`src/hdl/hwla_pkg.sv`:
```
// shared types and constants of the hue wheel light animator
// no dependencies; used by the color stage and the top level
`timescale 1ns / 1ps

package hwla_pkg;

   // command codes of the input channel
   localparam logic CMD_TICK = 1'b0;
   localparam logic CMD_LOAD = 1'b1;

   // register map: register index taken from paddr[2]
   localparam logic REG_STEP_INCREMENT = 1'b0;
   localparam logic [7:0] STEP_INCREMENT_RESET = 8'd8;

   localparam int RAMP_LEN = 256;
   localparam logic [7:0] COLOR_FULL = 8'hff;
   localparam logic [7:0] COLOR_OFF = 8'h00;

   // hue wheel segments
   typedef enum logic [2:0] {
      SEG_RED_YELLOW    = 3'd0,
      SEG_YELLOW_GREEN  = 3'd1,
      SEG_GREEN_CYAN    = 3'd2,
      SEG_CYAN_BLUE     = 3'd3,
      SEG_BLUE_MAGENTA  = 3'd4,
      SEG_MAGENTA_RED   = 3'd5
   } hue_seg_type;

   typedef enum logic [2:0] {
      ST_IDLE = 3'b001,
      ST_LOAD = 3'b010,
      ST_TICK = 3'b100
   } ctrl_state_type;

endpackage

```
`src/hdl/hwla_phase_mem.sv`:
```
// phase memory: one write port, one registered read port, valid bit per entry
// entries never written read as zero; no package dependency
`timescale 1ns / 1ps

module hwla_phase_mem #(
   parameter int DEPTH = 50,
   parameter int ADDR_W = 6,
   parameter int WIDTH = 13
) (
   input  logic              clock,
   input  logic              reset,
   input  logic              rd_en,
   input  logic [ADDR_W-1:0] rd_addr,
   output logic [WIDTH-1:0]  rd_data,
   input  logic              wr_en,
   input  logic [ADDR_W-1:0] wr_addr,
   input  logic [WIDTH-1:0]  wr_data
);

   logic [WIDTH-1:0] mem [DEPTH];
   logic [DEPTH-1:0] valid_ff;
   logic [WIDTH-1:0] rdata_ff;
   logic             rvalid_ff;

   always_ff @(posedge clock) begin
      if (wr_en) begin
         mem[wr_addr] <= wr_data;
      end
      if (rd_en) begin
         rdata_ff <= mem[rd_addr];
      end
   end

   always_ff @(posedge clock) begin
      if (reset) begin
         valid_ff <= '0;
         rvalid_ff <= 1'b0;
      end else begin
         if (wr_en) begin
            valid_ff[wr_addr] <= 1'b1;
         end
         if (rd_en) begin
            rvalid_ff <= valid_ff[rd_addr];
         end
      end
   end

   assign rd_data = rvalid_ff ? rdata_ff : '0;

endmodule

```
`src/hdl/hwla_color_stage.sv`:
```
// color stage: splits a wrapped phase into segment and offset, builds rgb,
// and holds the result in the output register; uses hwla_pkg
`timescale 1ns / 1ps

module hwla_color_stage #(
   parameter int PHASE_W = 13,
   parameter int SEG_LEN = 1256,
   parameter int ADDR_W = 6
) (
   input  logic               clock,
   input  logic               reset,
   input  logic               in_valid,
   output logic               in_free,
   input  logic [PHASE_W-1:0] in_phase,
   input  logic [ADDR_W-1:0]  in_index,
   input  logic               in_last,
   output logic               busy,
   output logic               rsp_valid,
   input  logic               rsp_stall,
   output logic [5:0]         rsp_light_number,
   output logic [7:0]         rsp_red,
   output logic [7:0]         rsp_green,
   output logic [7:0]         rsp_blue,
   output logic               rsp_last
);

   import hwla_pkg::*;

   logic               s2_valid_ff, s2_valid_in;
   logic [PHASE_W-1:0] s2_phase_ff;
   logic [ADDR_W-1:0]  s2_index_ff;
   logic               s2_last_ff;
   logic               out_valid_ff, out_valid_in;
   logic [5:0]         out_number_ff;
   logic [7:0]         out_red_ff, out_green_ff, out_blue_ff;
   logic               out_last_ff;

   logic               out_free, s2_adv;
   hue_seg_type        seg;
   logic [PHASE_W-1:0] seg_base, seg_off;
   logic [7:0]         ramp;
   logic [7:0]         red, green, blue;

   assign out_free = !out_valid_ff || !rsp_stall;
   assign s2_adv = s2_valid_ff && out_free;
   assign in_free = !s2_valid_ff || s2_adv;
   assign busy = s2_valid_ff;

   // segment by parallel compares against the segment boundaries
   always_comb begin
      seg = SEG_RED_YELLOW;
      seg_base = '0;
      for (int j = 1; j < 6; j++) begin
         if (s2_phase_ff >= PHASE_W'(j * SEG_LEN)) begin
            seg = hue_seg_type'(3'(j));
            seg_base = PHASE_W'(j * SEG_LEN);
         end
      end
      seg_off = s2_phase_ff - seg_base;
      // hold at full ramp for the rest of the segment
      ramp = (seg_off > PHASE_W'(RAMP_LEN - 1)) ? COLOR_FULL : seg_off[7:0];
   end

   always_comb begin
      unique case (seg)
         SEG_RED_YELLOW: begin
            red = COLOR_FULL; green = ramp; blue = COLOR_OFF;
         end
         SEG_YELLOW_GREEN: begin
            red = COLOR_FULL - ramp; green = COLOR_FULL; blue = COLOR_OFF;
         end
         SEG_GREEN_CYAN: begin
            red = COLOR_OFF; green = COLOR_FULL; blue = ramp;
         end
         SEG_CYAN_BLUE: begin
            red = COLOR_OFF; green = COLOR_FULL - ramp; blue = COLOR_FULL;
         end
         SEG_BLUE_MAGENTA: begin
            red = ramp; green = COLOR_OFF; blue = COLOR_FULL;
         end
         default: begin
            red = COLOR_FULL; green = COLOR_OFF; blue = COLOR_FULL - ramp;
         end
      endcase
   end

   assign s2_valid_in = (in_valid && in_free) ? 1'b1 : (s2_adv ? 1'b0 : s2_valid_ff);
   assign out_valid_in = s2_adv ? 1'b1 : (out_free ? 1'b0 : out_valid_ff);

   always_ff @(posedge clock) begin
      if (reset) begin
         s2_valid_ff <= 1'b0;
         out_valid_ff <= 1'b0;
      end else begin
         s2_valid_ff <= s2_valid_in;
         out_valid_ff <= out_valid_in;
      end
   end

   always_ff @(posedge clock) begin
      if (in_valid && in_free) begin
         s2_phase_ff <= in_phase;
         s2_index_ff <= in_index;
         s2_last_ff <= in_last;
      end
      if (s2_adv) begin
         out_number_ff <= 6'(s2_index_ff);
         out_red_ff <= red;
         out_green_ff <= green;
         out_blue_ff <= blue;
         out_last_ff <= s2_last_ff;
      end
   end

   assign rsp_valid = out_valid_ff;
   assign rsp_light_number = out_number_ff;
   assign rsp_red = out_red_ff;
   assign rsp_green = out_green_ff;
   assign rsp_blue = out_blue_ff;
   assign rsp_last = out_last_ff;

endmodule

```
`src/hdl/hue_wheel_light_animator_unit.sv`:
```
// top level of the hue wheel light animator: control, register port, update stage
// instantiates hwla_phase_mem and hwla_color_stage; uses hwla_pkg
//
// usage:
//   req channel (valid/stall) takes a command: tick advances every light by
//   step_increment and returns one rgb transfer per light, light 0 first, with
//   rsp_last on the final one; load writes one light's phase and returns nothing.
//   a load to a light number at or beyond NUM_LIGHTS is dropped.
//   a tick handles one light per cycle while the receiver does not stall, a rate
//   set by the single read port of the phase memory. the first color passes
//   the phase memory read register, then the color stage input and output registers.
//   a load folds the phase into the wheel by subtracting the wheel length
//   until it fits, and only then writes it.
//   req_stall is high while a command is in progress; one item at a time.
//   a stalled rsp transfer holds its register and the pipeline behind it waits;
//   no memory read is issued until there is room.
//   reset clears the valid bits of the phase memory (all phases read as zero)
//   and sets step_increment to 8; csr writes take effect at once, reads
//   return step_increment at address 0.
`timescale 1ns / 1ps

module hue_wheel_light_animator_unit #(
   parameter int NUM_LIGHTS = 50,
   parameter int HOLD_TICKS = 1000
) (
   input  logic        clock,
   input  logic        reset,
   input  logic        req_valid,
   output logic        req_stall,
   input  logic        req_command,
   input  logic [5:0]  req_light_index,
   input  logic [12:0] req_phase_value,
   output logic        rsp_valid,
   input  logic        rsp_stall,
   output logic [5:0]  rsp_light_number,
   output logic [7:0]  rsp_red,
   output logic [7:0]  rsp_green,
   output logic [7:0]  rsp_blue,
   output logic        rsp_last,
   input  logic        csr_psel,
   input  logic        csr_penable,
   input  logic        csr_pwrite,
   input  logic [2:0]  csr_paddr,
   input  logic [31:0] csr_pwdata,
   output logic [31:0] csr_prdata,
   output logic        csr_pready
);

   import hwla_pkg::*;

   localparam int SEG_LEN = RAMP_LEN + HOLD_TICKS;
   localparam int WHEEL_LEN = 6 * SEG_LEN;
   localparam int ADDR_W = (NUM_LIGHTS > 1) ? $clog2(NUM_LIGHTS) : 1;
   localparam int PHASE_W = $clog2(WHEEL_LEN);
   localparam int SUM_W = PHASE_W + 1;
   localparam int LOAD_W = (PHASE_W > 13) ? PHASE_W : 13;
   localparam logic [SUM_W-1:0] WHEEL_S = SUM_W'(WHEEL_LEN);
   localparam logic [LOAD_W:0] WHEEL_L = (LOAD_W + 1)'(WHEEL_LEN);
   localparam logic [ADDR_W-1:0] LAST_IDX = ADDR_W'(NUM_LIGHTS - 1);

   ctrl_state_type     state_ff, state_in;
   logic [7:0]         step_ff;
   logic [LOAD_W-1:0]  load_val_ff, load_val_in;
   logic [ADDR_W-1:0]  load_addr_ff;
   logic [ADDR_W-1:0]  issue_idx_ff;
   logic               issue_done_ff;
   logic               s1_valid_ff, s1_valid_in;
   logic [ADDR_W-1:0]  s1_idx_ff;
   logic               s1_last_ff;

   logic               req_xfer, csr_write, load_fits, load_write;
   logic               issue, s1_adv, s1_free, s2_free, s2_busy;
   logic [PHASE_W-1:0] rd_data, wr_data, s1_phase;
   logic [ADDR_W-1:0]  wr_addr;
   logic [SUM_W-1:0]   sum;

   assign req_stall = (state_ff != ST_IDLE);
   assign req_xfer = req_valid && !req_stall;
   assign csr_write = csr_psel && csr_penable && csr_pwrite && csr_pready;
   assign csr_pready = 1'b1;
   assign csr_prdata = (csr_paddr[2] == REG_STEP_INCREMENT) ? {24'b0, step_ff} : 32'b0;

   assign load_fits = ({1'b0, load_val_ff} < WHEEL_L);
   assign load_write = (state_ff == ST_LOAD) && load_fits;

   // tick pipeline flow control
   assign s1_adv = s1_valid_ff && s2_free;
   assign s1_free = !s1_valid_ff || s1_adv;
   assign issue = (state_ff == ST_TICK) && !issue_done_ff && s1_free;
   assign s1_valid_in = issue ? 1'b1 : (s1_adv ? 1'b0 : s1_valid_ff);

   // add the step and wrap once; stored phases always lie inside the wheel
   assign sum = {1'b0, rd_data} + SUM_W'(step_ff);
   assign s1_phase = PHASE_W'((sum >= WHEEL_S) ? (sum - WHEEL_S) : sum);

   assign wr_addr = load_write ? load_addr_ff : s1_idx_ff;
   assign wr_data = load_write ? PHASE_W'(load_val_ff) : s1_phase;

   always_comb begin
      state_in = state_ff;
      load_val_in = load_val_ff;
      unique case (state_ff)
         ST_IDLE: begin
            if (req_xfer) begin
               if (req_command == CMD_TICK) begin
                  state_in = ST_TICK;
               end else if ({1'b0, req_light_index} < 7'(NUM_LIGHTS)) begin
                  state_in = ST_LOAD;
                  load_val_in = LOAD_W'(req_phase_value);
               end
            end
         end
         ST_LOAD: begin
            // fold the loaded phase into the wheel, one subtraction a cycle
            if (load_fits) begin
               state_in = ST_IDLE;
            end else begin
               load_val_in = load_val_ff - LOAD_W'(WHEEL_LEN);
            end
         end
         ST_TICK: begin
            if (issue_done_ff && !s1_valid_ff && !s2_busy) begin
               state_in = ST_IDLE;
            end
         end
         default: state_in = ST_IDLE;
      endcase
   end

   always_ff @(posedge clock) begin
      if (reset) begin
         state_ff <= ST_IDLE;
         step_ff <= STEP_INCREMENT_RESET;
         issue_idx_ff <= '0;
         issue_done_ff <= 1'b0;
         s1_valid_ff <= 1'b0;
      end else begin
         state_ff <= state_in;
         s1_valid_ff <= s1_valid_in;
         if (csr_write && csr_paddr[2] == REG_STEP_INCREMENT) begin
            step_ff <= csr_pwdata[7:0];
         end
         if (req_xfer) begin
            issue_idx_ff <= '0;
            issue_done_ff <= 1'b0;
         end else if (issue) begin
            issue_idx_ff <= issue_idx_ff + 1'b1;
            issue_done_ff <= (issue_idx_ff == LAST_IDX);
         end
      end
   end

   always_ff @(posedge clock) begin
      load_val_ff <= load_val_in;
      if (req_xfer) begin
         load_addr_ff <= ADDR_W'(req_light_index);
      end
      if (issue) begin
         s1_idx_ff <= issue_idx_ff;
         s1_last_ff <= (issue_idx_ff == LAST_IDX);
      end
   end

   hwla_phase_mem #(
      .DEPTH  (NUM_LIGHTS),
      .ADDR_W (ADDR_W),
      .WIDTH  (PHASE_W)
   ) u_phase_mem (
      .clock   (clock),
      .reset   (reset),
      .rd_en   (issue),
      .rd_addr (issue_idx_ff),
      .rd_data (rd_data),
      .wr_en   (load_write || s1_adv),
      .wr_addr (wr_addr),
      .wr_data (wr_data)
   );

   hwla_color_stage #(
      .PHASE_W (PHASE_W),
      .SEG_LEN (SEG_LEN),
      .ADDR_W  (ADDR_W)
   ) u_color_stage (
      .clock            (clock),
      .reset            (reset),
      .in_valid         (s1_valid_ff),
      .in_free          (s2_free),
      .in_phase         (s1_phase),
      .in_index         (s1_idx_ff),
      .in_last          (s1_last_ff),
      .busy             (s2_busy),
      .rsp_valid        (rsp_valid),
      .rsp_stall        (rsp_stall),
      .rsp_light_number (rsp_light_number),
      .rsp_red          (rsp_red),
      .rsp_green        (rsp_green),
      .rsp_blue         (rsp_blue),
      .rsp_last         (rsp_last)
   );

endmodule
```
`config.mk`:
```
export PLATFORM = sky130hd
export DESIGN_NAME = hue_wheel_light_animator_unit
export DESIGN_NICKNAME = d
export VERILOG_FILES = /design/src/hdl/hwla_pkg.sv /design/src/hdl/hwla_phase_mem.sv /design/src/hdl/hwla_color_stage.sv /design/src/hdl/hue_wheel_light_animator_unit.sv
export SDC_FILE = /design/constraint.sdc
export NUM_CORES = 1
export LEC_CHECK = 0
export BUFFER_PORTS_ARGS = -buffer_cell sky130_fd_sc_hd__buf_2
export CORE_AREA = 2 2 214 321
export CTS_CLUSTER_SIZE = 28
export DETAILED_ROUTE_END_ITERATION = 8
export DIE_AREA = 0 0 216 323
export MAX_ROUTING_LAYER = met4
export PLACE_DENSITY_LB_ADDON = 0.15
export SYNTH_ARGS = -nofsm -noshare
export SYNTH_HDL_FRONTEND = slang
export SYNTH_SLANG_ARGS = --single-unit
```
`constraint.sdc`:
```
create_clock -name clock -period 9.1 [get_ports clock]
set_clock_uncertainty 0.2 [all_clocks]
set_input_delay 0.455 -clock clock [delete_from_list [all_inputs] [get_ports clock]]
set_output_delay 0.455 -clock clock [all_outputs]
set_load 0.1 [all_outputs]
```
; ---- Yosys cells after proc, flatten, opt, wreduce, memory -nomap -nowiden
; Memories as Yosys holds them, arrays and structs flattened. A register that Yosys moved wholly into a read port is not among the register bits.
; Index checks and enable logic that the tools add are counted.
[totals]
ff_bits = 149
mem_bits_rw = 650
input_bits = 62
out_inout_bits = 66
wordCells = 134
memories = 1
[op_classes]
add_sub_neg = 6
magnitude_cmp = 12
eq_ne = 16
muxes = 42
bitwise = 2
reduce_logical = 34
[mem_list]
columns = memory, words, width, read_ports, rd_ports_with_merged_regs, wr, line_no
row1 = u_phase_mem.mem, 50, 13, 1, 1, 1, hwla_phase_mem.sv:20  ; logic [WIDTH-1:0] mem [DEPTH];
[ops]
columns = cell, count
row1 = $mux 13, 9
row2 = $pmux 8 s3, 3
row3 = $or 50x50->50, 1
row4 = $ge 13x12->1 const B, 2
row5 = $ge 13x13->1 const B, 2
row6 = $pmux 13 s2, 1
row7 = $sub 13x13->13 const B, 2
row8 = $mux 12, 2
row9 = $mux 3, 7
row10 = $mux 8, 2
row11 = $add 13x8->14, 1
row12 = $ge 14x13->1 const B, 1
row13 = $lt 6x7->1 const B, 2
row14 = $ge 13x11->1 const B, 1
row15 = $gt 13x8->1 const B, 1
row16 = $lt 13x13->1 const B, 1
row17 = $sub 13x13->13, 1
row18 = $logic_and 1x1->1, 12
row19 = $mux 1, 11
row20 = $mux 11, 1
row21 = $ne 2x2->1 const B, 5
row22 = $reduce_or 2->1, 5
row23 = $eq 3x2->1 const B, 3
row24 = $pmux 3 s3, 1
row25 = other kinds (21), 35

; ---- Depth between registers and ports, before layout
[depth]
depth_word = 11
ltp_mapped = 18
depth_no_buf = 17

; ---- Cells and area by module
; From an unflattened synthesis, not the netlist that was laid out.
[unflattened]
hier_cells = 1846
area_unflattened_um2 = 33026.7
[modules_own_cells]
columns = mod, n_inst, cells_each, area_per_inst_um2, seq_area_each_um2
row1 = hwla_phase_mem, 1, 1302, 27400.0, 20930.1
row2 = hue_wheel_light_animator_unit, 1, 356, 3090.5, 1161.1
row3 = hwla_color_stage, 1, 188, 2536.2, 1571.5

; ---- Worst setup path after synthesis
; No wires, ideal clock.
[synth_path]
path_kind = register -> register
start = register u_phase_mem.rvalid_ff
end = memory u_phase_mem.mem[0][8] (data pin)
arrival_ps = 4800
required_ps = 8452
slack_ps = 3653
stages_incl_launch_ff = 18
n_path_buf = 2
period_less_slack_ps = 5447
path_cell_list = dfxtp_1 clkbuf_1 and2_1 ha_1 inv_1 fa_1 nand2b_1 a21boi_0 nor3_1 nor2_1 ha_1 inv_1 o31ai_1 a21oi_1 o31ai_2 buf_6 a21oi_1 o31ai_2
[synth_between]
elab_chain_len = 5
elab_cells_between_ends = 6
classes_between = add/sub (2) / order compare (1) / mux (3)
[synth_lines]
columns = element, line_no
row1 = start: declaration, hwla_phase_mem.sv:23  ; logic rvalid_ff;
row2 = start signal: assignment, hwla_phase_mem.sv:43  ; rvalid_ff <= valid_ff[rd_addr];
row3 = $mux 13 *, hwla_phase_mem.sv:48  ; assign rd_data = rvalid_ff ? rdata_ff : '0;
row4 = $add 13x8->14 *, hue_wheel_light_animator_unit.sv:93  ; assign sum = {1'b0, rd_data} + SUM_W'(step_ff);
row5 = $sub 13x13->13 / $ge 14x13->1 (equally long branches), hue_wheel_light_animator_unit.sv:94  ; assign s1_phase = PHASE_W'((sum >= WHEEL_S) ? (sum - WHEEL_S) : sum);
row6 = $mux 13 *, hue_wheel_light_animator_unit.sv:94
row7 = $mux 13 *, hue_wheel_light_animator_unit.sv:97  ; assign wr_data = load_write ? PHASE_W'(load_val_ff) : s1_phase;
row8 = named net u_phase_mem.wr_data[8], hwla_phase_mem.sv:17  ; input logic [WIDTH-1:0] wr_data
row9 = end: declaration, hwla_phase_mem.sv:20
; The timed path passes the listed nets; every way through them passes the cells marked *.

; ---- Worst setup path in the final report
[layout_path]
start = register u_phase_mem.rvalid_ff
end = memory u_phase_mem.mem[25][7] (data pin)
; The elaborated chain is that of the path after synthesis.

==> run_results.csv <==
group,metric,value,unit
run_status,status,"finished, final reports clean",
synthesis,ys_seq_area_share,71.46,%
synthesis,syn_avg_cell_area,18.56,um2
worst_setup_path,crit_path_start_kind,"flip-flop",
synthesis,synthFlopType,"edfxtp_1",
grt,grt_max_degree,96,
worst_setup_path,cpMaxStageDelayCell,"o31ai_2",
timing,fin_setup_tns,0,ns
worst_setup_path,max_stage_delay,0.91,ns
route,drc_errors,0,
timing,fmax,166.3,MHz
synthesis,synth_top_area_share,67.11,%
synthesis,netlist_instances,1784,
synthesis,synth_edf_count,740,
worst_setup_path,cp_max_fo,50,
synthesis,ys_async_sr_fraction,0,%
synthesis,synthTopCellsByCount,"edfxtp_1, mux4_2, nor2_1, nand2_1, a21oi_1",
route,wl_per_cell,25.63,um
worst_setup_path,crit_arrival,6.08,ns
route,viasPerCell,5.822,
synthesis,ys_seq_elements,812,
cts,cts.clk_slew.worst_paths,0.06,ns
placed_design,hpwlAfterDp,46260,um
power,power_leakage,11.76,nW
route,routed-via-count,16830,
cts,root_buffer,"clkbuf_16",
cts,hold_buffers,30,
cts,cts_buffers,76,
synthesis,ys_warn_count,0,
timing,period_needed,6.014,ns
final_layout,final_area,37390,um2
placed_design,portBuffers,76,
final_layout,syn2layout_area_growth,12.92,%
die,num_rows,117,
timing,final-hold-violation-count,0,
hold_path,worstHoldPathType,"in2reg",
synthesis,synth.distinct_cells,68,
worst_setup_path,cp_top_family,"compound AO/OA/AOI/OAI gates",
placed_design,dp_cells,2724,
worst_setup_path,cp-end-kind,"flip-flop",
worst_setup_path,cp_num_buf_inv,2,
synthesis,netlist_area,33110,um2
route,ant_nets,0,
synthesis,synth.area.top_cells,"edfxtp_1, mux4_2, dfxtp_1",
power,design_power_total,0.007636,W
die,pin_count,128,
die,fp.dieW,216,um
grt,antenna_found_initial,1,
cts,cts_buffer_depth,3,
die,initial_core_util,49.17,%
die,die_area,69770,um2
worst_setup_path,criticalPathCategory,"reg2reg",
timing,fin_crit_sh,66.09,%
cts,clk_latency,0.64,ns
grt,grt_pass1_vias,17320,
cts,cts_max_level,3,
timing,slew_headroom,13.99,%
timing,rsz0062_at_grt,"no",
timing,drv_slew,0,
worst_setup_path,critPathRequiredTime,9.16,ns
route,drt-total-wl,74100,um
route,first_pass_iters,6,
placed_design,place.gp.congestion,0.8879,
timing,setup_violations,0,
synthesis,yosysMostFrequentCell,"edfxtp_1",
final_layout,final_nets,2025,
grt,grt_util_all_layers,22.29,%
cts,cts.sink_count,812,
power,power_density,204.2,nW/um2
grt,grt_first_pass_wirelength,110400,um
final_layout,regArea,23680,um2
worst_setup_path,crit_chain,"and2_1, ha_1, inv_1, fa_1, nand2b_1, a21boi_0, nor3_1, nor2_1, ha_1, inv_1, o31ai_1, a21oi_1, o31ai_2, and3_1, o31a_2",
cts,tritoncts,"built",
grt,grt-ovfl-total,0,
final_layout,instances_no_fill,2891,
final_layout,drive_gt1_share,26.73,%
die,die_h,323,um
power,ir_worst_vdd,0.0001752,V
timing,worstMarginPinSlew,1.284,ns
final_layout,multi_input_area,9027,um2
job,drv_cap,0,
route,drt-initial-drc-count,1506,
timing,whs,0.1835,ns
final_layout,fillerInstances,5183,
cts,cts_resized,0,
die,coreArea,67340,um2
synthesis,synth_area_leader_cell,"edfxtp_1",
cts,cts_setup_buffers,0,
placed_design,placed_cell_area,34700,um2
-- cells in the final DEF, fill, tap and decap left out, types with 15 or more instances in the layout --
cell and count:
a21oi_1 76, and2_1 17, buf_2 76, buf_4 54
clkbuf_16 77, clkinv_2 15, conb_1 25, dfxtp_1 68
dlygate4sd3_1 30, edfxtp_1 740, ha_1 21, inv_1 19
mux2_2 20, mux2i_1 30, mux4_2 223, nand2_1 87
nand3_1 16, nor2_1 131, o21ai_0 22
-- final timing paths --
check | from | slack (ns) | cells after the start | to
max | u_phase_mem.rvalid_ff$_SDFFE_PP0P_ | 3.09 | 15 | u_phase_mem.mem[25][7]$_DFFE_PP_
min | csr_penable | 0.18 | 4 | step_ff[7]$_SDFFE_PP0P_
max reg2reg | u_phase_mem.rvalid_ff$_SDFFE_PP0P_ | 3.09 | 15 | u_phase_mem.mem[25][7]$_DFFE_PP_
min reg2reg | u_color_stage.s2_index_ff[2]$_DFFE_PP_ | 0.22 | 0 | u_color_stage.rsp_light_number[2]$_DFFE_PP_
-- cell families (layout without fill, tap and decap cells) --
kind of cell,Yosys count,in the layout,synth area share (%)
AOI/OAI and AO/OA,184,184,3.601
adders and majority gates,23,23,0.9144
and+or+nand+nor,343,343,4.837
buffers and inverters,125,316,1.780
other,2,26,0.02268
DFF,812,812,71.46
muxes,273,273,16.75
xor gates and xnor gates,22,22,0.6273
-- flip-flops by register name (all words and copies together), names as in the netlist, 13 cells and up --
register	cells
u_phase_mem.mem	650
u_phase_mem.rdata_ff	13
u_phase_mem.valid_ff	50
load_val_ff	13
u_color_stage.s2_phase_ff	13
-- layout make-up --
type | instances | share of cell area [%]
Timing Repair Buffer | 161 | 2.958
Inverter | 19 | 0.1907
Sequential cell | 812 | 63.33
Antenna cell | 1 | 0.006693
Clock inverter | 43 | 0.9905
Tap cell | 892 | 2.985
Clock buffer | 93 | 5.398
Multi-Input combinational cell | 870 | 24.14
-- stage by stage --
step | worst slack, ns | utilization, %
floorplan | 3.653 | -
global placement | 3.248 | 51.53
detailed placement | 3.089 | 51.53
CTS | 3.043 | 55.52
global route | 2.519 | 55.52
finish | 3.086 | 55.52
-- where the power goes --
group	switching [W]	internal, W
clock network	0.00136	0.00173
logic	0.000274	0.000117
registers	0.0000397	0.00412
total	0.00168	0.00596
-- tightest hold or removal path: stages --
cell,delay (ns)
buf_2,0.11
and4b_1,0.25
nand2_1,0.10
a21oi_1,0.05
-- layer usage --
layer / part of all wire [%] / vias up / track usage [%]
li1: - / 7428 / -
met1: 39 / 8807 / 26.71
met2: 53 / 485 / 38.72
met3: 4.3 / 111 / 2.783
met4: 3.6 / 0 / 8.630
met5: 0 / - / -
No activity file was read; power rests on OpenSTA's default activity.
